===== config.mk =====
export PLATFORM = sky130hd
export DESIGN_NAME = dtn_ctrl
export DESIGN_NICKNAME = d
export VERILOG_FILES = /design/src/rtl/dtn_pkg.sv /design/src/rtl/dtn_ctrl.sv
export SDC_FILE = /design/constraint.sdc
export NUM_CORES = 1
export LEC_CHECK = 0
export ABC_AREA = 1
export BUFFER_PORTS_ARGS = -buffer_cell sky130_fd_sc_hd__buf_2
export CAP_MARGIN = 5
export CORE_AREA = 2 2 39 41
export DETAILED_ROUTE_END_ITERATION = 6
export DIE_AREA = 0 0 41 43
export HOLD_SLACK_MARGIN = 0.06
export PLACE_DENSITY = 0.56
export SLEW_MARGIN = 10
export SYNTH_ARGS = -nofsm -noshare
export SYNTH_HDL_FRONTEND = slang
export SYNTH_SLANG_ARGS = --single-unit

===== constraint.sdc =====
create_clock -name clk -period 1.4 [get_ports clk]
set_input_delay 0.07 -clock clk [delete_from_list [all_inputs] [get_ports clk]]
set_output_delay 0.07 -clock clk [all_outputs]
set_load 0.02 [all_outputs]

===== src/rtl/dtn_pkg.sv =====
// Shared types, constants and helper functions for the date/time normalizer.
// No dependencies.
package dtn_pkg;

  // Field widths
  localparam int YEAR_W      = 14;
  localparam int MONTH_IN_W  = 8;
  localparam int DAY_IN_W    = 16;
  localparam int HOUR_IN_W   = 16;
  localparam int MIN_IN_W    = 16;
  localparam int MONTH_OUT_W = 4;
  localparam int DAY_OUT_W   = 5;
  localparam int HOUR_OUT_W  = 5;
  localparam int MIN_OUT_W   = 6;

  // Internal widths
  localparam int YEAR_INT_W = 15;  // year can pass 16383 before saturation
  localparam int DAY_INT_W  = 17;  // day plus carried days
  localparam int HOUR_INT_W = 17;  // hour plus carried hours
  localparam int REM_W      = 9;   // remainder below 400
  localparam int LEN_W      = 5;

  // Reciprocal division: q = (x * ceil(2^s / d)) >> s, exact over each operand range
  localparam int YR_PROD_W  = 21;  // (year >> 4) * 1311, s = 15, gives year / 400
  localparam int MIN_PROD_W = 32;  // minute * 34953, s = 21, gives minute / 60
  localparam int HR_PROD_W  = 28;  // (hour >> 3) * 10923, s = 15, gives hour / 24
  localparam int YR_Q_W     = 6;
  localparam int MIN_Q_W    = 11;
  localparam int HR_Q_W     = 13;

  localparam logic [10:0] RCP_25 = 11'd1311;
  localparam logic [15:0] RCP_60 = 16'd34953;
  localparam logic [13:0] RCP_3  = 14'd10923;

  localparam logic [YEAR_W-1:0]     YEARS_400       = YEAR_W'(400);
  localparam logic [MIN_IN_W-1:0]   MINS_PER_HOUR   = MIN_IN_W'(60);
  localparam logic [HOUR_INT_W-1:0] HOURS_PER_DAY   = HOUR_INT_W'(24);
  localparam logic [YEAR_INT_W-1:0] YEAR_MAX        = YEAR_INT_W'(16383);
  localparam logic [MONTH_IN_W-1:0] MONTHS_PER_YEAR = MONTH_IN_W'(12);
  localparam logic [DAY_INT_W-1:0]  DAYS_MAX        = DAY_INT_W'(31);
  localparam logic [REM_W-1:0]      Y400_LAST       = REM_W'(399);
  localparam logic [REM_W-1:0]      Y400_C1         = REM_W'(100);
  localparam logic [REM_W-1:0]      Y400_C2         = REM_W'(200);
  localparam logic [REM_W-1:0]      Y400_C3         = REM_W'(300);

  typedef enum logic [2:0] {
    S_IDLE,
    S_MIN_DIV,
    S_HR_DIV,
    S_MWRAP,
    S_DAY,
    S_FIX,
    S_OUT
  } state_t;

  typedef struct packed {
    logic accept;
    logic min_div;
    logic hr_div;
    logic wrap_step;
    logic day_step;
    logic fix_step;
    logic out_load;
  } dtn_cmd_t;

  typedef struct packed {
    logic in_month_zero;
    logic month_gt12;
    logic day_gt31;
  } dtn_stat_t;

  // y400 is year mod 400; low bits of year give mod 4 since 4 divides 400
  function automatic logic is_leap(input logic [REM_W-1:0] y400, input logic [1:0] y_lo);
    return (y400 == '0) ||
           ((y_lo == 2'b00) && (y400 != Y400_C1) && (y400 != Y400_C2) && (y400 != Y400_C3));
  endfunction

  function automatic logic [LEN_W-1:0] month_len(input logic [MONTH_IN_W-1:0] m,
                                                 input logic leap);
    logic [LEN_W-1:0] len;
    unique case (m)
      MONTH_IN_W'(2):  len = leap ? LEN_W'(29) : LEN_W'(28);
      MONTH_IN_W'(4),
      MONTH_IN_W'(6),
      MONTH_IN_W'(9),
      MONTH_IN_W'(11): len = LEN_W'(30);
      default:         len = LEN_W'(31);
    endcase
    return len;
  endfunction

endpackage


===== src/rtl/dtn_ctrl.sv =====
// Controller: sequences the carry steps and the month loops, owns both handshakes.
// Depends on dtn_pkg; drives dtn_dpath through dtn_cmd_t.
module dtn_ctrl import dtn_pkg::*; (
  input  logic      clk,
  input  logic      rst,
  input  logic      in_valid,
  output logic      in_ready,
  output logic      out_valid,
  input  logic      out_ready,
  input  dtn_stat_t stat,
  output dtn_cmd_t  cmd
);

  state_t state;
  state_t state_next;
  logic   out_busy;

  assign out_busy = out_valid && !out_ready;
  assign in_ready = (state == S_IDLE);

  always_ff @(posedge clk) begin
    if (rst) begin
      state <= S_IDLE;
    end else begin
      state <= state_next;
    end
  end

  always_ff @(posedge clk) begin
    if (rst) begin
      out_valid <= 1'b0;
    end else if (cmd.out_load) begin
      out_valid <= 1'b1;
    end else if (out_ready) begin
      out_valid <= 1'b0;
    end
  end

  always_comb begin
    state_next = state;
    unique case (state)
      S_IDLE: begin
        if (in_valid) begin
          state_next = stat.in_month_zero ? S_OUT : S_MIN_DIV;
        end
      end
      S_MIN_DIV: state_next = S_HR_DIV;
      S_HR_DIV:  state_next = S_MWRAP;
      S_MWRAP:   if (!stat.month_gt12) state_next = S_DAY;
      S_DAY:     if (!stat.day_gt31) state_next = S_FIX;
      S_FIX:     state_next = S_OUT;
      S_OUT:     if (!out_busy) state_next = S_IDLE;
      default:   state_next = S_IDLE;
    endcase
  end

  always_comb begin
    cmd = '0;
    unique case (state)
      S_IDLE:    cmd.accept = in_valid;
      S_MIN_DIV: cmd.min_div = 1'b1;
      S_HR_DIV:  cmd.hr_div = 1'b1;
      S_MWRAP:   cmd.wrap_step = stat.month_gt12;
      S_DAY:     cmd.day_step = stat.day_gt31;
      S_FIX:     cmd.fix_step = 1'b1;
      S_OUT:     cmd.out_load = !out_busy;
      default:   cmd.accept = 1'b0;
    endcase
  end

endmodule


---- Word-level counts from Yosys, hierarchy flattened ----
Index checks and enable logic that the tools add are counted.
operators by class
  equal/unequal tests ..................... 10
  mux-type cells .......................... 15
  reductions and logical operators ........ 6
operators by type and width
  kind                  number
  $pmux W3 S7           1
  $mux W3               5
  $eq A3 B3 Y1 const B  3
  $mux W1               9
  $ne A2 B2 Y1 const B  4
  $eq A3 B2 Y1 const B  2
  $reduce_and A4 Y1     1
  $eq A3 B1 Y1 const B  1
  $logic_not A3 Y1      1
  $logic_not A1 Y1      2
  $reduce_bool A2 Y1    1
  $logic_and A1 B1 Y1   1
word-level totals
  flip-flop bits (word level) ............. 4
  input port bits ......................... 7
  output and inout bits ................... 9
  word-level logic and storage cells ...... 33

---- Longest topological paths before layout ----
  depth in word-level cells ............... 5
  gate-level depth with buffers ........... 9
  gate-level depth less buffers ........... 8

---- Worst setup path after synthesis ----
Ideal clock, no wire load.
  path kind ............................... reg2out
  start ................................... register state[0]
  end ..................................... output port cmd[6] (netlist name)
  arrival time ............................ 1.094 ns
  data required time ...................... 1.330 ns
  path slack .............................. 0.236 ns
  stages on the path, launching flop included .. 5
  buffers on the path ..................... 1
  cell sequence ........................... dfxtp_1 -> buf_6 -> nor2_2 -> inv_1 -> nor3_1
RTL lines
  what                    line            RTL
  from (decl)             dtn_ctrl.sv:14  state_t state;
  from (signal assigned)  dtn_ctrl.sv:25  state <= state_next;
  to (decl)               dtn_ctrl.sv:11  output dtn_cmd_t cmd

==> results.py <==
metrics = {
    "outcome": {
        "status": "complete, no violations",
    },
    "timing": {
        "hold_ws_ns": 0.151,
        "finalSetupTns_ns": 0,
        "tightest_slew_ns": 0.224,
        "setup_violations": 0,
        "fmax_mhz": 824,
        "fin_skew_ns": 0.00131,
        "period_share": 0.867,
        "maxSlewViolCount": 0,
        "hold_viol": 0,
        "relSlewSlack": 0.851,
        "fin_crit_ns": 1.21,
        "rsz0062_at_grt": "false",
    },
    "min_path": {
        "holdCritPathClass": "input port to flip-flop",
        "hold_depth": 4,
    },
    "routing": {
        "totalWireLength_um": 746,
        "drt_iter0_drc": 11,
        "via_count": 381,
        "wl_per_cell_um": 8.20,
        "via_per_inst": 4.19,
        "firstDrtPassIters": 2,
        "ant_nets": 0,
        "drcViolationCount": 0,
    },
    "power_and_ir_drop": {
        "powerDensity_mw_per_mm2": 2300,
        "peakVddDrop_mv": 0.634,
        "power.leakage_nw": 0.282,
        "internal_power_mw": 0.491,
        "combPwrFrac": 0.588,
        "clkPwrFrac": 0.139,
        "power_switching_mw": 0.546,
        "switching_share": 0.527,
        "p_total_mw": 1.04,
        "seqPwrFrac": 0.273,
    },
    "grt": {
        "grt_pass1_vias": 289,
        "grt_max_degree": 10,
        "groute.usage.overall": 0.0983,
        "antenna_found_initial": 0,
        "grt_overflow": 0,
        "grt_pass1_wl_um": 1140,
    },
    "logic_synthesis": {
        "synth-edff-count": 0,
        "syn_nets": 65,
        "yosysSeqAreaShare": 0.238,
        "ys_ff_latch": 4,
        "yosysWarnings": 0,
        "synthTopCellsByArea": "dfxtp_1, nand2_1, inv_1, nor2_1, nand3_1",
        "synth_commonest_cells": "nand2_1, inv_1, nor2_1",
        "syn_area_sq_um": 337,
        "async_flop_share": 0,
        "synthFlopType": "dfxtp_1",
        "syn_inst": 58,
        "yosysMostFrequentCell": "nand2_1",
        "yosysUniqueCellTypes": 13,
        "post_synth.cell_area_avg_sq_um": 5.80,
        "netlist.area_leader.share": 0.238,
        "yosysTopAreaCell": "dfxtp_1",
    },
    "setup_path": {
        "cp-start-kind": "flip-flop",
        "end_kind": "primary output",
        "rr_worst_depth": 7,
        "required_ns": 1.33,
        "crit_type": "flip-flop to primary output",
        "cp_max_fo": 8,
        "arrival_ns": 1.14,
    },
    "clock_network": {
        "h-tree-depth": 1,
        "clk_pin_slew_ns": 0.04,
        "numClockSinks": 4,
        "cts_setup_buffers": 0,
        "cts_buffers": 3,
        "clk_latency_ns": 0.24,
        "cts_tree": "built",
        "cts_max_path_buffers": 2,
        "cts_root_buf": "clkbuf_4",
    },
    "floorplanning": {
        "die_height_um": 43,
        "dieArea_sq_mm": 0.00176,
        "start_util": 0.243,
        "core_sq_mm": 0.00138,
        "num_io_pins": 16,
        "die_w_um": 41,
        "rows": 14,
    },
    "layout": {
        "diodes": 0,
        "stdcell_count": 91,
        "layout.area.seq_sq_um": 83.8,
        "drive_gt1_frac": 0.360,
        "finalInstanceArea_sq_um": 450,
        "fin_nets": 84,
        "fillCellCount": 165,
        "multi_input_area_sq_um": 198,
        "area_growth_pct": 33.8,
    },
    "placed_design": {
        "dp_cells": 87,
        "place_congestion": 0.758,
        "dp_hpwl_um": 577,
        "io_buffers": 15,
        "dpl_cell_area_sq_um": 409,
    },
    "flow_run": {
        "maxCapViolCount": 0,
    },
}
-- flip-flops by register name, indices dropped and copies added (netlist names) --
register,flops
state,3
out_valid,1
-- cells by family after synthesis --
| family | count (synthesis) | synth area share |
|---|---|---|
| AND/OR/NAND/NOR | 39 | 0.543 |
| buffers and inverters | 13 | 0.190 |
| flip-flops | 4 | 0.238 |
| AO/OA/AOI/OAI | 2 | 0.0297 |
-- critical path, cell delays in order, from the launching register on --
cell and delay [ns]:
dfxtp_2 0.36, inv_1 0.15, nand4_1 0.16, inv_1 0.08, buf_2 0.15
-- power groups by stage --
stage               Sequential, mW  Clock, mW  Combinational [mW]
global route                 0.296      0.160               0.687
detailed placement           0.263          0               0.601
finish                       0.283      0.144               0.610
floorplan                    0.199          0               0.565
global placement             0.264          0               0.600
CTS                          0.261      0.154               0.606
-- final cells by class --
type,count,area share
tap,16,0.0444
timing repair buffer,16,0.189
inverter,11,0.0917
multi-input combinational,41,0.439
sequential,4,0.186
clock buffer,3,0.0500
-- cells in the final DEF (no fill, tap or decap) --
cell,instances
a21oi_1,2
buf_2,15
clkbuf_4,3
dfxtp_1,1
dfxtp_2,3
dlygate4sd3_1,1
inv_1,11
nand2_1,14
nand2_2,2
nand3_1,6
nand3b_1,1
nand4_1,1
nor2_1,9
nor2_2,2
nor2_4,2
nor3_1,2
-- routing by layer --
| layer | GRT usage | routed length [um] | vias up |
|---|---|---|---|
| li1 | - | - | 209 |
| met1 | 0.125 | 355 | 160 |
| met2 | 0.128 | 333 | 12 |
| met3 | 0.0628 | 57 | 0 |
| met4 | 0.0400 | 0 | 0 |
| met5 | 0 | 0 | - |
-- path summary, 6_finish.rpt --
| check | end | slack (ns) | startpoint |
|---|---|---|---|
| worst max-delay path | cmd[3] | 0.19 | state[2] |
| worst min-delay path | out_valid | 0.15 | out_ready |
| worst max register to register | state[0] | 0.22 | state[2] |
| worst min register to register | out_valid | 0.58 | out_valid |
-- what timing repair did --
item	CTS	global route
endpoints found under the hold margin	2	0
endpoints found under the setup margin	0	4
hold buffers	1	0
resized for setup	0	4
-- per-stage QoR --
stage                util  worst slack, ns
detailed placement  0.296            0.100
CTS                 0.319           0.0709
global route        0.325           0.0692
finish              0.325            0.187
global placement    0.296           0.0998
floorplan               -            0.236
Note: power is estimated with default switching activity, not from simulation.
