$ cat src/rtl/dtn_pkg.sv
// Shared types, constants and helper functions for the date/time normalizer.
// No dependencies.
package dtn_pkg;

  // Field widths
  localparam int YEAR_W      = 14;
  localparam int MONTH_IN_W  = 8;
  localparam int DAY_IN_W    = 16;
  localparam int HOUR_IN_W   = 16;
  localparam int MIN_IN_W    = 16;
  localparam int MONTH_OUT_W = 4;
  localparam int DAY_OUT_W   = 5;
  localparam int HOUR_OUT_W  = 5;
  localparam int MIN_OUT_W   = 6;

  // Internal widths
  localparam int YEAR_INT_W = 15;  // year can pass 16383 before saturation
  localparam int DAY_INT_W  = 17;  // day plus carried days
  localparam int HOUR_INT_W = 17;  // hour plus carried hours
  localparam int REM_W      = 9;   // remainder below 400
  localparam int LEN_W      = 5;

  // Reciprocal division: q = (x * ceil(2^s / d)) >> s, exact over each operand range
  localparam int YR_PROD_W  = 21;  // (year >> 4) * 1311, s = 15, gives year / 400
  localparam int MIN_PROD_W = 32;  // minute * 34953, s = 21, gives minute / 60
  localparam int HR_PROD_W  = 28;  // (hour >> 3) * 10923, s = 15, gives hour / 24
  localparam int YR_Q_W     = 6;
  localparam int MIN_Q_W    = 11;
  localparam int HR_Q_W     = 13;

  localparam logic [10:0] RCP_25 = 11'd1311;
  localparam logic [15:0] RCP_60 = 16'd34953;
  localparam logic [13:0] RCP_3  = 14'd10923;

  localparam logic [YEAR_W-1:0]     YEARS_400       = YEAR_W'(400);
  localparam logic [MIN_IN_W-1:0]   MINS_PER_HOUR   = MIN_IN_W'(60);
  localparam logic [HOUR_INT_W-1:0] HOURS_PER_DAY   = HOUR_INT_W'(24);
  localparam logic [YEAR_INT_W-1:0] YEAR_MAX        = YEAR_INT_W'(16383);
  localparam logic [MONTH_IN_W-1:0] MONTHS_PER_YEAR = MONTH_IN_W'(12);
  localparam logic [DAY_INT_W-1:0]  DAYS_MAX        = DAY_INT_W'(31);
  localparam logic [REM_W-1:0]      Y400_LAST       = REM_W'(399);
  localparam logic [REM_W-1:0]      Y400_C1         = REM_W'(100);
  localparam logic [REM_W-1:0]      Y400_C2         = REM_W'(200);
  localparam logic [REM_W-1:0]      Y400_C3         = REM_W'(300);

  typedef enum logic [2:0] {
    S_IDLE,
    S_MIN_DIV,
    S_HR_DIV,
    S_MWRAP,
    S_DAY,
    S_FIX,
    S_OUT
  } state_t;

  typedef struct packed {
    logic accept;
    logic min_div;
    logic hr_div;
    logic wrap_step;
    logic day_step;
    logic fix_step;
    logic out_load;
  } dtn_cmd_t;

  typedef struct packed {
    logic in_month_zero;
    logic month_gt12;
    logic day_gt31;
  } dtn_stat_t;

  // y400 is year mod 400; low bits of year give mod 4 since 4 divides 400
  function automatic logic is_leap(input logic [REM_W-1:0] y400, input logic [1:0] y_lo);
    return (y400 == '0) ||
           ((y_lo == 2'b00) && (y400 != Y400_C1) && (y400 != Y400_C2) && (y400 != Y400_C3));
  endfunction

  function automatic logic [LEN_W-1:0] month_len(input logic [MONTH_IN_W-1:0] m,
                                                 input logic leap);
    logic [LEN_W-1:0] len;
    unique case (m)
      MONTH_IN_W'(2):  len = leap ? LEN_W'(29) : LEN_W'(28);
      MONTH_IN_W'(4),
      MONTH_IN_W'(6),
      MONTH_IN_W'(9),
      MONTH_IN_W'(11): len = LEN_W'(30);
      default:         len = LEN_W'(31);
    endcase
    return len;
  endfunction

endpackage

$ cat src/rtl/dtn_dpath.sv
// Datapath: field registers, reciprocal-multiply carries, month stepping, result register.
// Depends on dtn_pkg; driven by dtn_ctrl through dtn_cmd_t.
module dtn_dpath import dtn_pkg::*; (
  input  logic                   clk,
  input  dtn_cmd_t               cmd,
  output dtn_stat_t              stat,
  input  logic [YEAR_W-1:0]      in_year,
  input  logic [MONTH_IN_W-1:0]  in_month,
  input  logic [DAY_IN_W-1:0]    in_day,
  input  logic [HOUR_IN_W-1:0]   in_hour,
  input  logic [MIN_IN_W-1:0]    in_minute,
  output logic [YEAR_W-1:0]      out_year,
  output logic [MONTH_OUT_W-1:0] out_month,
  output logic [DAY_OUT_W-1:0]   out_day,
  output logic [HOUR_OUT_W-1:0]  out_hour,
  output logic [MIN_OUT_W-1:0]   out_minute,
  output logic                   bad_month
);

  logic [YEAR_INT_W-1:0] year;
  logic [REM_W-1:0]      y400;
  logic [MONTH_IN_W-1:0] month;
  logic [DAY_INT_W-1:0]  day;
  logic [HOUR_INT_W-1:0] hour;
  logic [MIN_IN_W-1:0]   minute;
  logic                  bad;

  logic [YR_PROD_W-1:0]  yr_prod;
  logic [YR_Q_W-1:0]     yr_q;
  logic [YEAR_W-1:0]     yr_rem;
  logic [MIN_PROD_W-1:0] min_prod;
  logic [MIN_Q_W-1:0]    min_q;
  logic [MIN_IN_W-1:0]   min_rem;
  logic [HR_PROD_W-1:0]  hr_prod;
  logic [HR_Q_W-1:0]     hr_q;
  logic [HOUR_INT_W-1:0] hr_rem;
  logic                  leap;
  logic [LEN_W-1:0]      len;
  logic [REM_W-1:0]      y400_inc;

  // year / 400 = (year / 16) / 25; year still holds the input value here
  assign yr_prod  = YR_PROD_W'(year[YEAR_W-1:4]) * YR_PROD_W'(RCP_25);
  assign yr_q     = yr_prod[YR_PROD_W-1 -: YR_Q_W];
  assign yr_rem   = year[YEAR_W-1:0] - YEAR_W'(yr_q) * YEARS_400;

  // minute / 60 in one multiply
  assign min_prod = MIN_PROD_W'(minute) * MIN_PROD_W'(RCP_60);
  assign min_q    = min_prod[MIN_PROD_W-1 -: MIN_Q_W];
  assign min_rem  = minute - MIN_IN_W'(min_q) * MINS_PER_HOUR;

  // hour / 24 = (hour / 8) / 3, hour already includes the minute carry
  assign hr_prod  = HR_PROD_W'(hour[HOUR_INT_W-1:3]) * HR_PROD_W'(RCP_3);
  assign hr_q     = hr_prod[HR_PROD_W-1 -: HR_Q_W];
  assign hr_rem   = hour - HOUR_INT_W'(hr_q) * HOURS_PER_DAY;

  assign leap     = is_leap(y400, year[1:0]);
  assign len      = month_len(month, leap);
  assign y400_inc = (y400 == Y400_LAST) ? '0 : y400 + 1'b1;

  assign stat.in_month_zero = (in_month == '0);
  assign stat.month_gt12    = (month > MONTHS_PER_YEAR);
  assign stat.day_gt31      = (day > DAYS_MAX);

  always_ff @(posedge clk) begin
    if (cmd.accept) begin
      year   <= YEAR_INT_W'(in_year);
      month  <= in_month;
      day    <= DAY_INT_W'(in_day);
      hour   <= HOUR_INT_W'(in_hour);
      minute <= in_minute;
      bad    <= (in_month == '0);
    end
    if (cmd.min_div) begin
      y400   <= yr_rem[REM_W-1:0];
      minute <= min_rem;
      hour   <= hour + HOUR_INT_W'(min_q);
    end
    if (cmd.hr_div) begin
      hour <= hr_rem;
      day  <= day + DAY_INT_W'(hr_q);
    end
    if (cmd.wrap_step) begin
      month <= month - MONTHS_PER_YEAR;
      year  <= year + 1'b1;
      y400  <= y400_inc;
    end
    if (cmd.day_step) begin
      day <= day - DAY_INT_W'(len);
      if (month == MONTHS_PER_YEAR) begin
        month <= MONTH_IN_W'(1);
        year  <= year + 1'b1;
        y400  <= y400_inc;
      end else begin
        month <= month + 1'b1;
      end
    end
    if (cmd.fix_step) begin
      if (day > DAY_INT_W'(len)) begin
        day   <= day - DAY_INT_W'(len);
        month <= month + 1'b1;
      end
    end
    if (cmd.out_load) begin
      if (bad) begin
        out_year   <= '0;
        out_month  <= '0;
        out_day    <= '0;
        out_hour   <= '0;
        out_minute <= '0;
      end else begin
        out_year   <= (year > YEAR_MAX) ? YEAR_MAX[YEAR_W-1:0] : year[YEAR_W-1:0];
        out_month  <= month[MONTH_OUT_W-1:0];
        out_day    <= day[DAY_OUT_W-1:0];
        out_hour   <= hour[HOUR_OUT_W-1:0];
        out_minute <= minute[MIN_OUT_W-1:0];
      end
      bad_month <= bad;
    end
  end

endmodule

$ cat config.mk
export PLATFORM = sky130hd
export DESIGN_NAME = dtn_dpath
export DESIGN_NICKNAME = d
export VERILOG_FILES = /design/src/rtl/dtn_pkg.sv /design/src/rtl/dtn_dpath.sv
export SDC_FILE = /design/constraint.sdc
export NUM_CORES = 1
export LEC_CHECK = 0
export ABC_AREA = 1
export BUFFER_PORTS_ARGS = -buffer_cell sky130_fd_sc_hd__buf_2
export CORE_MARGIN = 8
export CORE_UTILIZATION = 55
export DETAILED_ROUTE_END_ITERATION = 12
export GPL_TIMING_DRIVEN = 0
export PLACE_DENSITY = 0.7
export SLEW_MARGIN = 20
export SYNTH_ARGS = -nofsm -noshare
export SYNTH_HDL_FRONTEND = slang
export SYNTH_SLANG_ARGS = --single-unit
$ cat constraint.sdc
create_clock -name clk -period 9.53 [get_ports clk]
set_clock_uncertainty 0.2 [all_clocks]
set_input_delay 0.953 -clock clk [delete_from_list [all_inputs] [get_ports clk]]
set_output_delay 0.953 -clock clk [all_outputs]
set_load 0.005 [all_outputs]
# Word level (Yosys, flattened, before mapping)
# Index checks and enable logic that the tools add are counted.
dict set report word_totals {
  reg_bits 118
}
dict set report op_classes {
  add_sub_neg 10
  reduce_logical 10
  muxes 28
  n_eq_ne 10
  n_lt_le_gt_ge 4
  multipliers 6
}
# operator count
set op_table {}
lappend op_table {{2-to-1 mux 17 bit} 8}
lappend op_table {{2-to-1 mux 15 bit} 4}
lappend op_table {{2-to-1 mux 8 bit} 6}
lappend op_table {{2-to-1 mux 9 bit} 5}
lappend op_table {{multiplier 16 x 16 -> 32 bit (second input constant)} 1}
lappend op_table {{2-to-1 mux 16 bit} 2}
lappend op_table {{multiplier 14 x 14 -> 28 bit (second input constant)} 1}
lappend op_table {{equality test 8 x 4 -> 1 bit (second input constant)} 3}
lappend op_table {{multiplier 10 x 11 -> 21 bit (second input constant)} 1}
lappend op_table {{adder 17 x 11 -> 17 bit} 1}
lappend op_table {{adder 17 x 13 -> 17 bit} 1}
lappend op_table {{greater-than comparator 17 x 5 -> 1 bit} 1}
lappend op_table {{greater-than comparator 17 x 5 -> 1 bit (second input constant)} 1}
lappend op_table {{subtractor 17 bit} 1}
lappend op_table {{subtractor 17 x 5 -> 17 bit} 1}
lappend op_table {{equality test 8 x 3 -> 1 bit (second input constant)} 2}
lappend op_table {{subtractor 16 bit} 1}
lappend op_table {{adder 15 x 1 -> 15 bit (second input constant)} 1}
lappend op_table {{greater-than comparator 15 x 14 -> 1 bit (second input constant)} 1}
lappend op_table {{multiplier 11 x 4 -> 14 bit (second input constant)} 1}
lappend op_table {{multiplier 13 x 2 -> 14 bit (second input constant)} 1}
lappend op_table {{2-to-1 mux 14 bit} 1}
lappend op_table {{adder 9 x 1 -> 9 bit (second input constant)} 1}
lappend op_table {{equality test 9 bit (second input constant)} 1}
lappend op_table {{other kinds (19)} 21}

# Longest topological paths before layout
dict set report depth {
  ltp_word 11
  depth_mapped 49
  depth_no_buf 49
}

# Least setup slack after synthesis
# No wires, ideal clock.
dict set report synth_path {
  path_kind {register to register}
  startpoint {register hour[4]}
  endpoint {register hour[16], data pin}
  stages_incl_launch_ff 46
  setup_ns 0.254
  arrival_time_ns 7.375
  required_time_ns 9.076
  path_slack_ns 1.701
  cell_sequence {edfxtp_1 -> ha_1 -> inv_1 -> fa_1 -> inv_1 -> fa_1 -> inv_1 -> fa_1 -> fa_1 -> inv_1 -> ha_1 -> ha_1 -> nand2_1 -> inv_1 -> nand3_1 -> nor3_1 -> o21ai_1 -> nand3_1 -> [... 10 more ...] -> nand2_1 -> nand2_1 -> nand2_1 -> nand2_1 -> nand2_1 -> a21oi_1 -> nor2_1 -> xor2_1 -> ha_1 -> nand2_1 -> nor2_1 -> a211oi_1 -> o31ai_1 -> a21oi_1 -> nand3b_1 -> nand3b_1 -> nand3_1 -> nand2_1}
}
dict set report synth_via {
  elab_chain_cells 4
}
# item line_no
set synth_lines {}
lappend synth_lines {{from (decl)} dtn_dpath.sv:24} ;# logic [HOUR_INT_W-1:0] hour;
lappend synth_lines {{from (signal assigned)} dtn_dpath.sv:69} ;# hour <= HOUR_INT_W'(in_hour);
lappend synth_lines {{from (signal assigned)} dtn_dpath.sv:76} ;# hour <= hour + HOUR_INT_W'(min_q);
lappend synth_lines {{from (signal assigned)} dtn_dpath.sv:79} ;# hour <= hr_rem;
lappend synth_lines {{multiplier 14 x 14 -> 28 bit} dtn_dpath.sv:52} ;# assign hr_prod = HR_PROD_W'(hour[HOUR_INT_W-1:3]) * HR_PROD_W'(RCP_3);
lappend synth_lines {{multiplier 13 x 2 -> 14 bit} dtn_dpath.sv:54} ;# assign hr_rem = hour - HOUR_INT_W'(hr_q) * HOURS_PER_DAY;
lappend synth_lines {{subtractor 17 bit} dtn_dpath.sv:54}
lappend synth_lines {{2-to-1 mux 17 bit *} dtn_dpath.sv:78} ;# if (cmd.hr_div) begin
# Every way passes the cells marked *; elsewhere a longest branch is shown, timed or not.
# A chain may end at the register's enable or synchronous reset.

# Worst setup path after layout
dict set report layout_path {
  startpoint {register hour[9]}
  endpoint {register hour[16], data pin}
}
# The elaborated chain is that of the path after synthesis.

==> metrics.txt <==
cell taking the most area after synthesis ha_1; total area of sequential cells roughly 3100 µm²; Hold Slack ~0.26 ns; # rows 66; startpoint class of the critical path flop; critical path's slowest cell edfxtp_1; hpwl dp 39500 µm; DIE WIDTH approximately 200 µm; ratio of cells with drive above 1 in the final layout 0.0945; ANT nets after route 0; I/O pins about 120; max_cap viols 0; Area Growth Syn to Fin 9.93%; vias per cell 5.56; #FFs+latches synth about 120; largest net degree at the start of global routing 36; cell area after synthesis ~18000 µm²; CTS tree yes; TNS Setup 0 ns; First-pass DRT Iterations 5; total track usage 0.248; Hold Vio Cnt, Final 0; Post-synth ARST share 0; Arr. time, crit path ~9 ns; final wirelength around 48000 µm; number of synthesized flops with an enable pin just under 70; crit share post-route 0.943; CORE AREA between 30000 and 40000 µm²; top_reg_cell synth edfxtp_1; utilization after layout 0.615; Post-CTS Hold Buffers 0; area of the die around 39000 µm²; DR iter-0 viols ~940; Post-DP Area about 19000 µm²; vias in the first global route 16151; distinct cell type count after synthesis 62; Initial Utilization 0.559; finished layout cell area about 20000 µm²; Seq/Total Area, Yosys 0.168; area taken by multi-input logic gates ~13000 µm²; Max Root-Sink Buffers 2; CP dominant cell by count nand2_1; Max Fclk approximately 0.11 GHz; first-pass GRT wire length between 70000 and 80000 µm; min-delay worst type reg2reg; Routed WL per cell between 15 and 20 µm; top cell type's share of synthesized area 0.245; status complete, no violations; IO Port Bufs 114; worst relative slew slack 0.406; antenna violations before repair 2; die span in y 198 µm; Mapped Nets ~2900; TritonCTS buffer count 17; Final Setup Violations 0; clock slew at the register clock pins of the worst setup and hold paths about 0.06 ns; gpl congestion about 0.96; syn avg cell area 7.90 µm²; Crit Path Class reg2reg; Mapped Cells between 2000 and 2500; total gr overflow 0; DRC viols 0; H-tree levels 4; Least-Margin Pin Slew 0.891 ns; RSZ-0062 raised after global routing false; via count about 16000; max incr delay on CP between 0.5 and 0.6 ns; Area contributors post-synth ha_1, fa_1, edfxtp_1; Final min period around 9.0 ns; crit-path max FO 6; Layout fillers slightly below 3000; clk root buf clkbuf_16; warnings from Yosys 0; Final Max Slew Viols 0; Crit. End Element flop; Worst EP required ~9.5 ns; Layout Nets roughly 3000; CTS sink count between 100 and 150; Clk Latency, worst-skew pair roughly 0.43 ns
## area by class of cell
class                   instances  share of cell area
diodes                          2            0.000250
flip-flops and latches        118               0.153
plain buffers                  36             0.00757
repair buffers                120              0.0308
well taps                     442              0.0277
clock inverters                 8             0.00407
clock buffers                  24              0.0273
inverters                     433              0.0813
multi-input cells            1715               0.668
## path summary, 6_finish.rpt
path | start | to | slack (ns) | depth (start not counted)
max reg2reg | hour[9] | hour[16] | 0.55 | 41
min | bad | bad_month | 0.26 | 0
max | hour[9] | hour[16] | 0.55 | 41
min reg2reg | bad | bad_month | 0.26 | 0
## cells in the final DEF (no fill, tap or decap), types with 14 or more instances in the layout
cell type  count
a21oi_1      172
fa_1         118
nor2_1       162
nand4_1       15
a31oi_1       26
ha_1         355
o22ai_1       18
nand2_1      356
nand3_1       85
xnor2_1       31
xor2_1        62
clkbuf_1      28
nor3_1        26
dfxtp_1       49
a22oi_1       14
clkbuf_16     20
inv_2         15
o21ai_0      123
buf_2        120
inv_1        416
edfxtp_1      69
## routing by layer
| layer | track usage | routed length (µm) | up-vias |
|---|---|---|---|
| met1 | 0.328 | 22000 | 7615 |
| met4 | 0.0761 | 1200 | 2 |
| li1 | - | - | 7943 |
| met5 | 0 | 11 | - |
| met3 | 0.0345 | 2660 | 83 |
| met2 | 0.417 | 22400 | 461 |
## repair_timing
| action | in CTS | in global routing |
|---|---|---|
| setup buffers | 0 | 6 |
| resized for setup | 0 | 3 |
| setup endpoints to repair | 0 | 1 |
## logic make-up after synthesis
logic type      Yosys count  share of synthesized area
buf+inv                 469                     0.0977
xor+xnor                100                     0.0526
flops                   118                      0.168
compound gates          445                      0.143
fa+ha+maj               474                      0.375
simple gates            696                      0.164
## state kept, by name, summed over array words and instances (netlist names)
| register | count |
|---|---|
| out_year | 14 |
| minute | 16 |
| bad | 1 |
| y400 | 9 |
| out_minute | 6 |
| out_hour | 5 |
| bad_month | 1 |
| year | 15 |
| day | 17 |
| month | 8 |
| out_day | 5 |
| hour | 17 |
| out_month | 4 |
## worst max-delay path: cells and delay by family, from the launching register on
family	cells	cell delay (ns)
flops	1	0.57
xor+xnor	2	0.50
fa+ha+maj	9	3.69
compound gates	9	1.89
simple gates	15	1.55
buf+inv	6	0.33
## cell usage after synthesis (all sizes together), types with 18 or more instances
master and instances:
xor2 67, a21oi 185, edfxtp 69, a31oi 27, ha 356, o21ai 134, inv 431, nand2 365
xnor2 32, fa 118, nor3 29, o22ai 18, dfxtp 49, nor2 168, clkbuf 28, nand3 90
## metrics by stage
step | std cells | worst slack (ns)
final | 2898 | 0.547
after global routing | 2896 | 0.0307
after CTS | 2890 | 0.396
after detailed placement | 2858 | 0.420
after global placement | 2858 | 0.547
after floorplan | 2302 | 1.70
Power is not shown: default switching activity piles up to over one toggle a cycle in this logic, so the estimate is an artifact.
